--- src/rhsl_pkg.sv ---
`default_nettype none
// ----------------------------------------------------------------------------
// rhsl_pkg
// Shared widths and defaults for the RGB to HSL converter.
// ----------------------------------------------------------------------------
package rhsl_pkg;

    // default number of fraction bits on hue, saturation and lightness
    localparam int FRAC_BITS_DEF = 16;

    // width of one colour component
    localparam int COMP_W = 8;

    // input request: red, green, blue packed from the lowest bit up
    localparam int IN_TDATA_W = 3 * COMP_W;

    // numerator and denominator width of the divider (6 * 255 fits 11 bits)
    localparam int DIV_W = 11;

    // quotient bits resolved in each divider stage
    localparam int DIV_STEPS = 2;

endpackage
`default_nettype wire

--- src/rhsl_div.sv ---
`default_nettype none
// ----------------------------------------------------------------------------
// rhsl_div
// Pipelined restoring divider for num / den with num <= den. Produces the
// quotient rounded to the nearest step of 2^-FRAC_BITS, a tie rounded up.
// ----------------------------------------------------------------------------
module rhsl_div #(
    parameter int FRAC_BITS = rhsl_pkg::FRAC_BITS_DEF
) (
    input  wire logic                        i_clk,
    input  wire logic                        i_ce,
    input  wire logic [rhsl_pkg::DIV_W-1:0]  i_num,
    input  wire logic [rhsl_pkg::DIV_W-1:0]  i_den,
    output logic      [FRAC_BITS:0]          o_quo
);

    // one integer step, then FRAC_BITS + 1 fraction steps (one for rounding)
    localparam int NSTEP = FRAC_BITS + 2;
    localparam int QW    = FRAC_BITS + 2;
    localparam int NS    = (NSTEP + rhsl_pkg::DIV_STEPS - 1) / rhsl_pkg::DIV_STEPS;
    localparam int DW    = rhsl_pkg::DIV_W;

    logic [DW-1:0] r_rem [NS];
    logic [DW-1:0] r_den [NS];
    logic [QW-1:0] r_quo [NS];

    genvar s;
    generate
        for (s = 0; s < NS; s++) begin : g_stage
            logic [DW-1:0] rem_in;
            logic [DW-1:0] den_in;
            logic [QW-1:0] quo_in;
            logic [DW-1:0] n_rem;
            logic [QW-1:0] n_quo;

            if (s == 0) begin : g_first
                assign rem_in = i_num;
                assign den_in = i_den;
                assign quo_in = '0;
            end else begin : g_next
                assign rem_in = r_rem[s-1];
                assign den_in = r_den[s-1];
                assign quo_in = r_quo[s-1];
            end

            always_comb begin
                logic [DW:0] t;
                t     = '0;
                n_rem = rem_in;
                n_quo = quo_in;
                for (int j = 0; j < rhsl_pkg::DIV_STEPS; j++) begin
                    if (s * rhsl_pkg::DIV_STEPS + j < NSTEP) begin
                        // the integer step compares without a shift
                        if (s * rhsl_pkg::DIV_STEPS + j == 0) begin
                            t = {1'b0, n_rem};
                        end else begin
                            t = {n_rem, 1'b0};
                        end
                        if (t >= {1'b0, den_in}) begin
                            t     = t - {1'b0, den_in};
                            n_quo = {n_quo[QW-2:0], 1'b1};
                        end else begin
                            n_quo = {n_quo[QW-2:0], 1'b0};
                        end
                        n_rem = t[DW-1:0];
                    end
                end
            end

            always_ff @(posedge i_clk) begin
                if (i_ce) begin
                    r_rem[s] <= n_rem;
                    r_den[s] <= den_in;
                    r_quo[s] <= n_quo;
                end
            end
        end
    endgenerate

    // round: halve the quotient that carries one extra bit, adding one first
    logic [QW:0] w_round;
    assign w_round = {1'b0, r_quo[NS-1]} + {{QW{1'b0}}, 1'b1};
    assign o_quo   = w_round[FRAC_BITS+1:1];

endmodule
`default_nettype wire

--- src/rgb_to_hsl_converter.sv ---
`default_nettype none
// ----------------------------------------------------------------------------
// rgb_to_hsl_converter
// Streaming RGB to HSL conversion, one pixel per clock while the skid register is empty.
// ----------------------------------------------------------------------------
// Takes one 8-bit RGB pixel per clock while the skid register is empty and
// returns hue (Q0.FRAC_BITS, in turns), saturation and lightness
// (Q1.FRAC_BITS) rounded to the nearest step, plus an achromatic flag in
// tuser for grey pixels (hue and saturation then read zero). Throughput is
// one pixel per clock while the skid register is empty. Three stages find
// max, min, spread, hue numerator and lightness, then two dividers resolve
// two quotient bits per stage for hue and saturation while the lightness
// rides alongside, and an output register holds the rounded result. A skid
// register behind the output catches a result when the output side stalls,
// and input requests stop only once it is full.
// ----------------------------------------------------------------------------
module rgb_to_hsl_converter #(
    parameter  int FRAC_BITS   = rhsl_pkg::FRAC_BITS_DEF,
    localparam int OUT_TDATA_W = ((3 * FRAC_BITS + 2 + 7) / 8) * 8
) (
    input  wire logic                            i_clk,
    input  wire logic                            i_rst_n,
    // slave side
    input  wire logic                            i_s_axis_tvalid,
    output logic                                 o_s_axis_tready,
    // red [7:0], green [15:8], blue [23:16]
    input  wire logic [rhsl_pkg::IN_TDATA_W-1:0] i_s_axis_tdata,
    // master side
    output logic                                 o_m_axis_tvalid,
    input  wire logic                            i_m_axis_tready,
    // hue [F-1:0], saturation [2F:F], lightness [3F+1:2F+1], zeros above
    output logic      [OUT_TDATA_W-1:0]          o_m_axis_tdata,
    // achromatic [0]
    output logic      [0:0]                      o_m_axis_tuser
);

    localparam int CW    = rhsl_pkg::COMP_W;
    localparam int DW    = rhsl_pkg::DIV_W;
    localparam int OUT_W = 3 * FRAC_BITS + 2;
    localparam int NS    = (FRAC_BITS + 2 + rhsl_pkg::DIV_STEPS - 1) / rhsl_pkg::DIV_STEPS;
    localparam int REP   = (FRAC_BITS + CW - 1) / CW;

    // which component holds the maximum (red tested first, then green)
    localparam logic [1:0] SEL_RED   = 2'd0;
    localparam logic [1:0] SEL_GREEN = 2'd1;
    localparam logic [1:0] SEL_BLUE  = 2'd2;

    localparam logic [CW:0]   FULL_SCALE = (CW + 1)'(255);
    localparam logic [CW:0]   TWO_FULL   = (CW + 1)'(510);

    logic w_ce;

    // ------------------------------------------------------------------
    // stage 1: maximum, minimum and which component wins
    // ------------------------------------------------------------------
    logic [CW-1:0] w_red, w_green, w_blue;
    logic [CW-1:0] n1_max, n1_min;
    logic [1:0]    n1_sel;

    assign w_red   = i_s_axis_tdata[CW-1:0];
    assign w_green = i_s_axis_tdata[2*CW-1:CW];
    assign w_blue  = i_s_axis_tdata[3*CW-1:2*CW];

    always_comb begin
        if (w_red >= w_green && w_red >= w_blue) begin
            n1_sel = SEL_RED;
            n1_max = w_red;
        end else if (w_green >= w_blue) begin
            n1_sel = SEL_GREEN;
            n1_max = w_green;
        end else begin
            n1_sel = SEL_BLUE;
            n1_max = w_blue;
        end
        n1_min = w_red;
        if (w_green < n1_min) n1_min = w_green;
        if (w_blue < n1_min) n1_min = w_blue;
    end

    logic          r1_valid;
    logic [CW-1:0] r1_red, r1_green, r1_blue, r1_max, r1_min;
    logic [1:0]    r1_sel;

    // ------------------------------------------------------------------
    // stage 2: sum, spread and the signed difference for the hue
    // ------------------------------------------------------------------
    logic [CW:0]   n2_sum;
    logic [CW-1:0] n2_d;
    logic [CW:0]   n2_diff;

    assign n2_sum = {1'b0, r1_max} + {1'b0, r1_min};
    assign n2_d   = r1_max - r1_min;

    always_comb begin
        case (r1_sel)
            SEL_RED:   n2_diff = {1'b0, r1_green} - {1'b0, r1_blue};
            SEL_GREEN: n2_diff = {1'b0, r1_blue} - {1'b0, r1_red};
            SEL_BLUE:  n2_diff = {1'b0, r1_red} - {1'b0, r1_green};
            default:   n2_diff = '0;
        endcase
    end

    logic          r2_valid;
    logic [CW:0]   r2_sum;
    logic [CW-1:0] r2_d;
    logic [CW:0]   r2_diff;
    logic [1:0]    r2_sel;

    // ------------------------------------------------------------------
    // stage 3: hue numerator wrapped into [0, 6d), saturation denominator,
    // lightness
    // ------------------------------------------------------------------
    logic [DW-1:0] n3_den6;
    logic [DW-1:0] w_base;
    logic [DW:0]   w_num_raw;
    logic [DW-1:0] n3_num;
    logic [CW-1:0] n3_sden;

    assign n3_den6 = {1'b0, r2_d, 2'b00} + {2'b00, r2_d, 1'b0};

    always_comb begin
        case (r2_sel)
            SEL_GREEN: w_base = {2'b00, r2_d, 1'b0};
            SEL_BLUE:  w_base = {1'b0, r2_d, 2'b00};
            default:   w_base = '0;
        endcase
        w_num_raw = {1'b0, w_base} + {{(DW - CW){r2_diff[CW]}}, r2_diff};
        // wrap a negative hue by one turn
        if (w_num_raw[DW]) begin
            w_num_raw = w_num_raw + {1'b0, n3_den6};
        end
        n3_num = w_num_raw[DW-1:0];
    end

    always_comb begin
        if (r2_sum < FULL_SCALE) begin
            n3_sden = r2_sum[CW-1:0];
        end else begin
            n3_sden = CW'(TWO_FULL - r2_sum);
        end
    end

    // sum / 510 = a / 2 + b / 510 with sum = 255a + b and b below 255;
    // b / 255 is b repeated in binary, so its leading bits come from copies
    logic [1:0]            w_light_int;
    logic [CW-1:0]         w_light_rem;
    logic [REP*CW-1:0]     w_light_rep;
    logic [FRAC_BITS-1:0]  w_light_step;
    logic [FRAC_BITS:0]    n3_light;

    always_comb begin
        if (r2_sum >= TWO_FULL) begin
            w_light_int = 2'd2;
            w_light_rem = '0;
        end else if (r2_sum >= FULL_SCALE) begin
            w_light_int = 2'd1;
            w_light_rem = CW'(r2_sum - FULL_SCALE);
        end else begin
            w_light_int = 2'd0;
            w_light_rem = r2_sum[CW-1:0];
        end
        w_light_rep  = {REP{w_light_rem}};
        // b never reaches 255, so the leading bits are never all ones
        w_light_step = w_light_rep[REP*CW-1 -: FRAC_BITS] + FRAC_BITS'(1);
        n3_light     = {w_light_int, w_light_step[FRAC_BITS-1:1]};
    end

    logic               r3_valid;
    logic               r3_grey;
    logic [DW-1:0]      r3_num, r3_den6;
    logic [CW-1:0]      r3_d, r3_sden;
    logic [FRAC_BITS:0] r3_light;

    // ------------------------------------------------------------------
    // pipeline registers of the front stages
    // ------------------------------------------------------------------
    always_ff @(posedge i_clk) begin
        if (!i_rst_n) begin
            r1_valid <= 1'b0;
            r2_valid <= 1'b0;
            r3_valid <= 1'b0;
        end else if (w_ce) begin
            r1_valid <= i_s_axis_tvalid;
            r2_valid <= r1_valid;
            r3_valid <= r2_valid;
        end
    end

    always_ff @(posedge i_clk) begin
        if (w_ce) begin
            r1_red   <= w_red;
            r1_green <= w_green;
            r1_blue  <= w_blue;
            r1_max   <= n1_max;
            r1_min   <= n1_min;
            r1_sel   <= n1_sel;
            r2_sum   <= n2_sum;
            r2_d     <= n2_d;
            r2_diff  <= n2_diff;
            r2_sel   <= r1_sel;
            r3_num   <= n3_num;
            r3_den6  <= n3_den6;
            r3_d     <= r2_d;
            r3_sden  <= n3_sden;
            r3_light <= n3_light;
            r3_grey  <= (r2_d == '0);
        end
    end

    // ------------------------------------------------------------------
    // dividers and the matching valid / grey / lightness delay line
    // ------------------------------------------------------------------
    logic [FRAC_BITS:0] w_hue_q, w_sat_q;

    rhsl_div #(.FRAC_BITS(FRAC_BITS)) u_div_hue (
        .i_clk (i_clk),
        .i_ce  (w_ce),
        .i_num (r3_num),
        .i_den (r3_den6),
        .o_quo (w_hue_q)
    );

    rhsl_div #(.FRAC_BITS(FRAC_BITS)) u_div_sat (
        .i_clk (i_clk),
        .i_ce  (w_ce),
        .i_num ({{(DW - CW){1'b0}}, r3_d}),
        .i_den ({{(DW - CW){1'b0}}, r3_sden}),
        .o_quo (w_sat_q)
    );

    logic [NS-1:0]      r_dv, r_dg;
    logic [FRAC_BITS:0] r_dl [NS];

    always_ff @(posedge i_clk) begin
        if (!i_rst_n) begin
            r_dv <= '0;
        end else if (w_ce) begin
            r_dv <= {r_dv[NS-2:0], r3_valid};
        end
    end

    always_ff @(posedge i_clk) begin
        if (w_ce) begin
            r_dg    <= {r_dg[NS-2:0], r3_grey};
            r_dl[0] <= r3_light;
            for (int k = 1; k < NS; k++) begin
                r_dl[k] <= r_dl[k-1];
            end
        end
    end

    // ------------------------------------------------------------------
    // result: drop a hue of a full turn, zero hue and saturation on grey
    // ------------------------------------------------------------------
    logic                 w_grey;
    logic [FRAC_BITS-1:0] w_hue;
    logic [FRAC_BITS:0]   w_sat;
    logic [OUT_W-1:0]     w_res;

    assign w_grey = r_dg[NS-1];
    assign w_hue  = (w_grey || w_hue_q[FRAC_BITS]) ? '0 : w_hue_q[FRAC_BITS-1:0];
    assign w_sat  = w_grey ? '0 : w_sat_q;
    assign w_res  = {r_dl[NS-1], w_sat, w_hue};

    // ------------------------------------------------------------------
    // output register with a skid register behind it
    // ------------------------------------------------------------------
    logic             r_out_valid, r_sk_valid;
    logic [OUT_W-1:0] r_out_data, r_sk_data;
    logic             r_out_grey, r_sk_grey;
    logic             w_push, w_take;

    assign w_ce   = !r_sk_valid;
    assign w_push = w_ce && r_dv[NS-1];
    assign w_take = r_out_valid && i_m_axis_tready;

    always_ff @(posedge i_clk) begin
        if (!i_rst_n) begin
            r_out_valid <= 1'b0;
            r_sk_valid  <= 1'b0;
        end else if (r_sk_valid) begin
            // hold the pipe; refill the output from the skid when taken
            if (w_take) begin
                r_sk_valid <= 1'b0;
            end
        end else if (w_push) begin
            if (!r_out_valid || w_take) begin
                r_out_valid <= 1'b1;
            end else begin
                r_sk_valid <= 1'b1;
            end
        end else if (w_take) begin
            r_out_valid <= 1'b0;
        end
    end

    always_ff @(posedge i_clk) begin
        if (r_sk_valid) begin
            if (w_take) begin
                r_out_data <= r_sk_data;
                r_out_grey <= r_sk_grey;
            end
        end else if (w_push) begin
            if (!r_out_valid || w_take) begin
                r_out_data <= w_res;
                r_out_grey <= w_grey;
            end else begin
                r_sk_data <= w_res;
                r_sk_grey <= w_grey;
            end
        end
    end

    assign o_s_axis_tready = w_ce;
    assign o_m_axis_tvalid = r_out_valid;
    assign o_m_axis_tdata  = OUT_TDATA_W'(r_out_data);
    assign o_m_axis_tuser  = r_out_grey;

endmodule
`default_nettype wire

--- config.mk ---
export PLATFORM = sky130hd
export DESIGN_NAME = rgb_to_hsl_converter
export DESIGN_NICKNAME = d
export VERILOG_FILES = /design/src/rhsl_pkg.sv /design/src/rhsl_div.sv /design/src/rgb_to_hsl_converter.sv
export SDC_FILE = /design/constraint.sdc
export NUM_CORES = 2
export LEC_CHECK = 0
export ABC_AREA = 1
export BUFFER_PORTS_ARGS = -buffer_cell sky130_fd_sc_hd__buf_2
export CELL_PAD_IN_SITES_DETAIL_PLACEMENT = 1
export CELL_PAD_IN_SITES_GLOBAL_PLACEMENT = 2
export CORE_ASPECT_RATIO = 0.5
export CORE_UTILIZATION = 40
export CTS_BUF_LIST = sky130_fd_sc_hd__clkbuf_8
export CTS_CLUSTER_SIZE = 24
export DETAILED_ROUTE_END_ITERATION = 8
export PLACE_DENSITY = 0.87
export SKIP_LAST_GASP = 1
export SLEW_MARGIN = 5
export SYNTH_ARGS = -nofsm -noshare
export SYNTH_HDL_FRONTEND = slang
export SYNTH_HIERARCHICAL = 1
export SYNTH_SLANG_ARGS = --single-unit
--- constraint.sdc ---
create_clock -name i_clk -period 34.8 [get_ports i_clk]
set_input_delay 6.96 -clock i_clk [delete_from_list [all_inputs] [get_ports i_clk]]
set_output_delay 6.96 -clock i_clk [all_outputs]
set_load 0.05 [all_outputs]
# ---- After elaboration in Yosys (flattened, before gate mapping)
# Memory sizes are Yosys's and may differ from the RTL's.
# Cells that the tools add are included.
# Widths: inputs -> output; s select.
dict set report totals {
  ram_bits 873
  regBits 251
  inputBits 28
  out_inout_bits 59
  n_memories 7
  elab_cells 253
}
# name words word_bits rd rd_ports_with_merged_regs wr line
set mem_list {}
lappend mem_list {u_div_hue.r_quo 9 18 9 0 9 rhsl_div.sv:25} ;# logic [QW-1:0] r_quo [NS];
lappend mem_list {u_div_sat.r_quo 9 18 9 0 9 rhsl_div.sv:25}
lappend mem_list {r_dl 9 17 9 0 9 rgb_to_hsl_converter.sv:232} ;# logic [FRAC_BITS:0] r_dl [NS];
lappend mem_list {u_div_hue.r_den 9 11 8 0 9 rhsl_div.sv:24} ;# logic [DW-1:0] r_den [NS];
lappend mem_list {u_div_hue.r_rem 9 11 8 0 9 rhsl_div.sv:23} ;# logic [DW-1:0] r_rem [NS];
lappend mem_list {u_div_sat.r_den 9 11 8 0 9 rhsl_div.sv:24}
lappend mem_list {{1 more memories} - - - - - -}
dict set report classes {
  n_reduce_logical 15
  addsub 49
  bitwise_logic 2
  n_lt_le_gt_ge 44
  mux 102
  n_eq_ne 6
}
# operator count
set op_table {}
lappend op_table {{$mux 11} 37}
lappend op_table {{$ge 12x11->1} 33}
lappend op_table {{$sub 11x11->11} 34}
lappend op_table {{$mux 50} 4}
lappend op_table {{$mux 8} 7}
lappend op_table {{$mux 1} 49}
lappend op_table {{$add 18x1->18 const B} 2}
lappend op_table {{$sub 8x8->9} 4}
lappend op_table {{$ge 8x8->1} 4}
lappend op_table {{$pmux 9 s3} 1}
lappend op_table {{$pmux 10 s2} 1}
lappend op_table {{$mux 17} 1}
lappend op_table {{$add 16x1->16 const B} 1}
lappend op_table {{$lt 8x8->1} 2}
lappend op_table {{$mux 16} 1}
lappend op_table {{$add 10x12->12} 1}
lappend op_table {{$ge 12x8->1} 1}
lappend op_table {{$add 10x9->11} 1}
lappend op_table {{$add 11x11->11} 1}
lappend op_table {{$ge 11x11->1} 1}
lappend op_table {{$sub 11x8->11} 1}
lappend op_table {{$add 8x8->9} 1}
lappend op_table {{$ge 9x8->1 const B} 1}
lappend op_table {{$ge 9x9->1 const B} 1}
lappend op_table {{16 further kinds} 28}

# ---- Longest topological paths before layout
# An unclocked memory read counts as a cell.
dict set report depth {
  ltp_word 7
  ltp_mapped 24
  mapped_depth_nobuf 23
}

# ---- Cells and area by module
# The synthesis kept the hierarchy.
# mod area_per_inst_um2 seq_area_each_um2 instances cells_each
set modules_own_cells {}
lappend modules_own_cells {{rhsl_div at u_div_hue} 20430.8 7987.7 1 2545}
lappend modules_own_cells {{rhsl_div at u_div_sat} 20198.1 7987.7 1 2497}
lappend modules_own_cells {rgb_to_hsl_converter 18047.3 11871.4 1 1534}

# ---- Worst setup path after synthesis
# No wires, ideal clock.
dict set report synth_timing {
  kind {register -> output}
  start {reg r_sk_valid}
  end {out o_s_axis_tready}
  path_buffers 2
  path_slack_ns 4.712
  required_time_ns 27.840
  path_stages_with_launch 4
  t_arrival_ns 23.128
  path_cell_list {dfxtp_1 -> inv_1 -> clkbuf_1 -> clkbuf_1}
}
dict set report synth_via {
  elab_chain_len 1
}
# item line
set synth_rtl {}
lappend synth_rtl {{start: declaration} rgb_to_hsl_converter.sv:268} ;# logic r_out_valid, r_sk_valid;
lappend synth_rtl {{start signal: assignment} rgb_to_hsl_converter.sv:280} ;# r_sk_valid <= 1'b0;
lappend synth_rtl {{start signal: assignment} rgb_to_hsl_converter.sv:284} ;# r_sk_valid <= 1'b0;
lappend synth_rtl {{start signal: assignment} rgb_to_hsl_converter.sv:290} ;# r_sk_valid <= 1'b1;
lappend synth_rtl {{$logic_not 1->1} rgb_to_hsl_converter.sv:273} ;# assign w_ce = !r_sk_valid;
lappend synth_rtl {{end: declaration} rgb_to_hsl_converter.sv:25} ;# output logic o_s_axis_tready,
# Every way passes these cells.

# ---- Final worst setup path
dict set report layout_timing {
  start {in i_s_axis_tdata[7] in the netlist's numbering}
  end {reg r1_min[4] (data pin)}
}
dict set report layout_via {
  elab_chain_len 4
}
# item line
set layout_rtl {}
lappend layout_rtl {{start: declaration} rgb_to_hsl_converter.sv:27} ;# input wire logic [rhsl_pkg::IN_TDATA_W-1:0] i_s_axis_tdata,
lappend layout_rtl {{$lt 8x8->1} rgb_to_hsl_converter.sv:76} ;# if (w_green < n1_min) n1_min = w_green;
lappend layout_rtl {{$mux 8 *} rgb_to_hsl_converter.sv:76}
lappend layout_rtl {{$lt 8x8->1} rgb_to_hsl_converter.sv:77} ;# if (w_blue < n1_min) n1_min = w_blue;
lappend layout_rtl {{$mux 8 *} rgb_to_hsl_converter.sv:77}
lappend layout_rtl {{net n1_min[4]} rgb_to_hsl_converter.sv:57} ;# logic [CW-1:0] n1_max, n1_min;
lappend layout_rtl {{end signal: assignment} rgb_to_hsl_converter.sv:195} ;# r1_min <= n1_min;
lappend layout_rtl {{end: declaration} rgb_to_hsl_converter.sv:81} ;# logic [CW-1:0] r1_red, r1_green, r1_blue, r1_max, r1_min;
# The timed path passes the listed nets; every way through them passes the cells marked *.
# A chain may end at the register's enable or synchronous reset.

==> results.yml <==
sta:
  setup_viol: 0
  postLayoutSetupSlackWorst_ps: 25010
  fin_skew_ps: 54.2
  worst_pin_slew_ps: 1040
  max-slew-margin-rel_pct: 30.7
  fmax_mhz: 102
  rsz0062_at_grt: "no"
  setup_tns_ps: 0
  final_max_slew_viol_count: 0
  min_period_over_period_pct: 28.1
  hold_violations: 0
  layout_min_cycle_time_ps: 9790
min_path:
  hold-path-cell-count: 0
  worstHoldStart: "r_dg[0]"
  holdPathEnd: "r_dg[1]"
  hold_class: "reg -> reg"
grt:
  grt_pass1_vias: 47700
  grt_antenna_before_repair: 2
  grt_start_max_net_pins: 183
  grt_pass1_wl_um: 244000
  gr-usage-all-layers_pct: 20.3
  grt_overflow: 0
drt:
  wl_per_cell_um: 17.1
  vias_per_cell: 4.99
  drc_errors: 0
  dr.pass1.iters: 5
  ant_nets: 0
  drtIter0Drc: 1623
  vias: 43900
  wirelength_um: 151000
floorplanning:
  die_area_mm2: 0.148
  rows: 98
  die_h_um: 273
  start_util_pct: 40.7
  design.core.area_mm2: 0.144
  top_level_ports: 87
  die_x_um: 544
cts:
  ctsHoldBuffers: 0
  htree_num_levels: 4
  insertion_delay_ps: 860
  cts_buffers: 152
  cts_root_buf: "clkbuf_8"
  path_clk_slew_ps: 60
  clock_path_buffers: 4
  post_cts_resized: 0
  clock_sinks: 932
  cts_tree: "built"
  cts_setup_buffers: 0
yosys:
  synth_cells: 6576
  synth_simple_gate_area_share_pct: 22.7
  synth-xor-area-share_pct: 4.63
  async_reset_ff_share_pct: 0
  ys_seq_area_share_pct: 47.5
  syn_area_per_cell_um2: 8.92
  synth_top_area_cell: "edfxtp_1"
  synth-main-ff-cell: "edfxtp_1"
  synthAdderAreaFrac_pct: 11.3
  yosys.area.top_type_share_pct: 47.0
  synthMuxAreaShare_pct: 0
  synth-edff-count: 918
  yosys_warnings: 6
  synth_area_leaders: "edfxtp_1 47%, nand2_1 12%, ha_1 10%"
  synthDistinctLibCells: 65
  synth_top_family_by_area: "simple AND/OR/NAND/NOR gates"
  synth_seq_cells: 932
  synthesis.area_mm2: 0.0587
  synth_compound_area_share_pct: 6.77
critical_path:
  crit_path_max_fanout: 16
  critPathMaxStageDelay_ps: 750
  crit_required_ps: 35390
  r2r_start: "u_div_sat/r_den[0][1]"
  cp-end-kind: "flop"
  cp.depth: 14
  r2r_setup_slack_ps: 30280
  cp_top_family: "compound AO/OA/AOI/OAI gates"
  r2r_cells: 19
  rr_endpoint: "u_div_sat/r_rem[0][15]"
  critical_path_class: "in -> reg"
  worstPathCellList: "buf_2, inv_1, ha_1, a21o_1, nor2_1, nand2_1, o21ai_0, ha_1, nand2_1, nor2_1, a211oi_1, nand2_1, nand2_1, nand2_1"
  crit_top_cell: "nand2_1"
  path_buf_inv: 2
  crit_arrival_ps: 10380
  start_kind: "primary input"
  crit_slowest_cell: "a211oi_1"
placed_design:
  preCtsSetupSlack_ps: 24080
  hpwl_um: 118000
  port_buffers: 80
  gp_congestion: 0.870
  place_area_mm2: 0.0610
layout:
  postLayoutCellArea_mm2: 0.0639
  nFillCells: 17000
  areaGrowthSynthToFinish_pct: 8.88
  fin_nets: 7291
  final_core_util_pct: 44.3
  most-common-layout-cells: "1,936 x nand2_1, 918 x edfxtp_1, 916 x inv_1, 501 x nor2_1, 487 x ha_1"
  drive_gt1_share_pct: 7.43
  final_common_cell: "nand2_1"
job:
  max_cap_violations: 0
status:
  status: "finished clean"
[metrics by stage]
stage | hold slack, ps | std cells
6_report | 400 | 8806
5_1_grt | 402 | 8806
4_1_cts | 370 | 8804
3_5_place_dp | 405 | 8544
3_3_place_gp | 400 | 8544
2_1_floorplan | 400 | 6599
[sequential cells by signal, indices dropped and copies added (netlist names), 9 cells and up]
register         flops
r2_diff              9
r2_sum               9
r3_den6              9
r3_light            17
r3_num              11
r_dg                 9
r_dl               153
r_dv                 9
r_out_data          50
r_sk_data           50
u_div_hue/r_den     88
u_div_hue/r_quo     90
u_div_hue/r_rem     88
u_div_sat/r_den     88
u_div_sat/r_quo     90
u_div_sat/r_rem     88
[worst register-to-register path, stage by stage, from the launching register on]
cell	delay, ps
edfxtp_1	460
inv_1	140
ha_1	280
ha_1	200
nand3_1	80
nand3_1	110
nand3_1	110
nand3_1	640
nor2_1	320
a21oi_1	100
ha_1	400
a21oi_1	190
nand2_1	140
nand2_1	90
nand2_1	130
nand3_1	150
nand2_1	70
nor2_1	560
nand2_1	110
nand2_1	100
[cells in the mapped netlist, types with 9 or more instances]
cell / number
nand2_1: 1936
edfxtp_1: 918
inv_1: 883
nor2_1: 502
ha_1: 487
nand3_1: 374
a21oi_1: 327
xor2_1: 213
o21ai_0: 139
nand4_1: 97
xnor2_1: 97
o21bai_1: 71
nand3_2: 37
o21ai_1: 37
nand2_2: 32
nor3_1: 30
fa_1: 28
buf_6: 27
or2_2: 25
buf_2: 24
inv_2: 24
buf_4: 23
clkbuf_1: 23
a21oi_2: 21
a21o_1: 17
nand3b_1: 17
o21ai_2: 16
dfxtp_1: 14
nor2_2: 14
a31oi_1: 11
a21boi_0: 10
or2_1: 9
[logic make-up after synthesis]
family,after synthesis
and+or+nand+nor,3121
buffers and inverters,1012
DFF,932
AOI/OAI and AO/OA,685
adders and majority gates,515
xor gates and xnor gates,310
other,1
[worst max-delay path by stage]
stage,startpoint,to,slack [ps]
floorplan,r_sk_valid,o_s_axis_tready,4710
global placement,i_s_axis_tdata[7],r1_min[4],24130
detailed placement,i_s_axis_tdata[7],r1_min[4],24080
CTS,i_s_axis_tdata[7],r1_min[4],25030
global route,i_s_axis_tdata[5],r1_min[2],24640
finish,i_s_axis_tdata[7],r1_min[4],25010
[final cells by class]
cell class	count	area, um2	share of cell area, %
clock inverter	104	699	1.09
multi-input combinational	4655	26800	41.9
timing repair buffer	96	533	0.834
antenna	2	5.00	0.00783
inverter	911	3430	5.38
tap	1950	2440	3.82
sequential	932	27800	43.6
clock buffer	156	2150	3.36
[per-layer routing]
metal | up-vias | wire length [um] | track usage (%)
met2 | 505 | 75500 | 37.3
met4 | 0 | 3760 | 5.63
li1 | 22100 | - | -
met5 | - | 0 | 0
met3 | 258 | 4200 | 2.86
met1 | 21100 | 67000 | 24.8
Power is left out: the tool's default activity adds up to more than one toggle a clock period on the data nets, which glitch-free logic cannot reach.
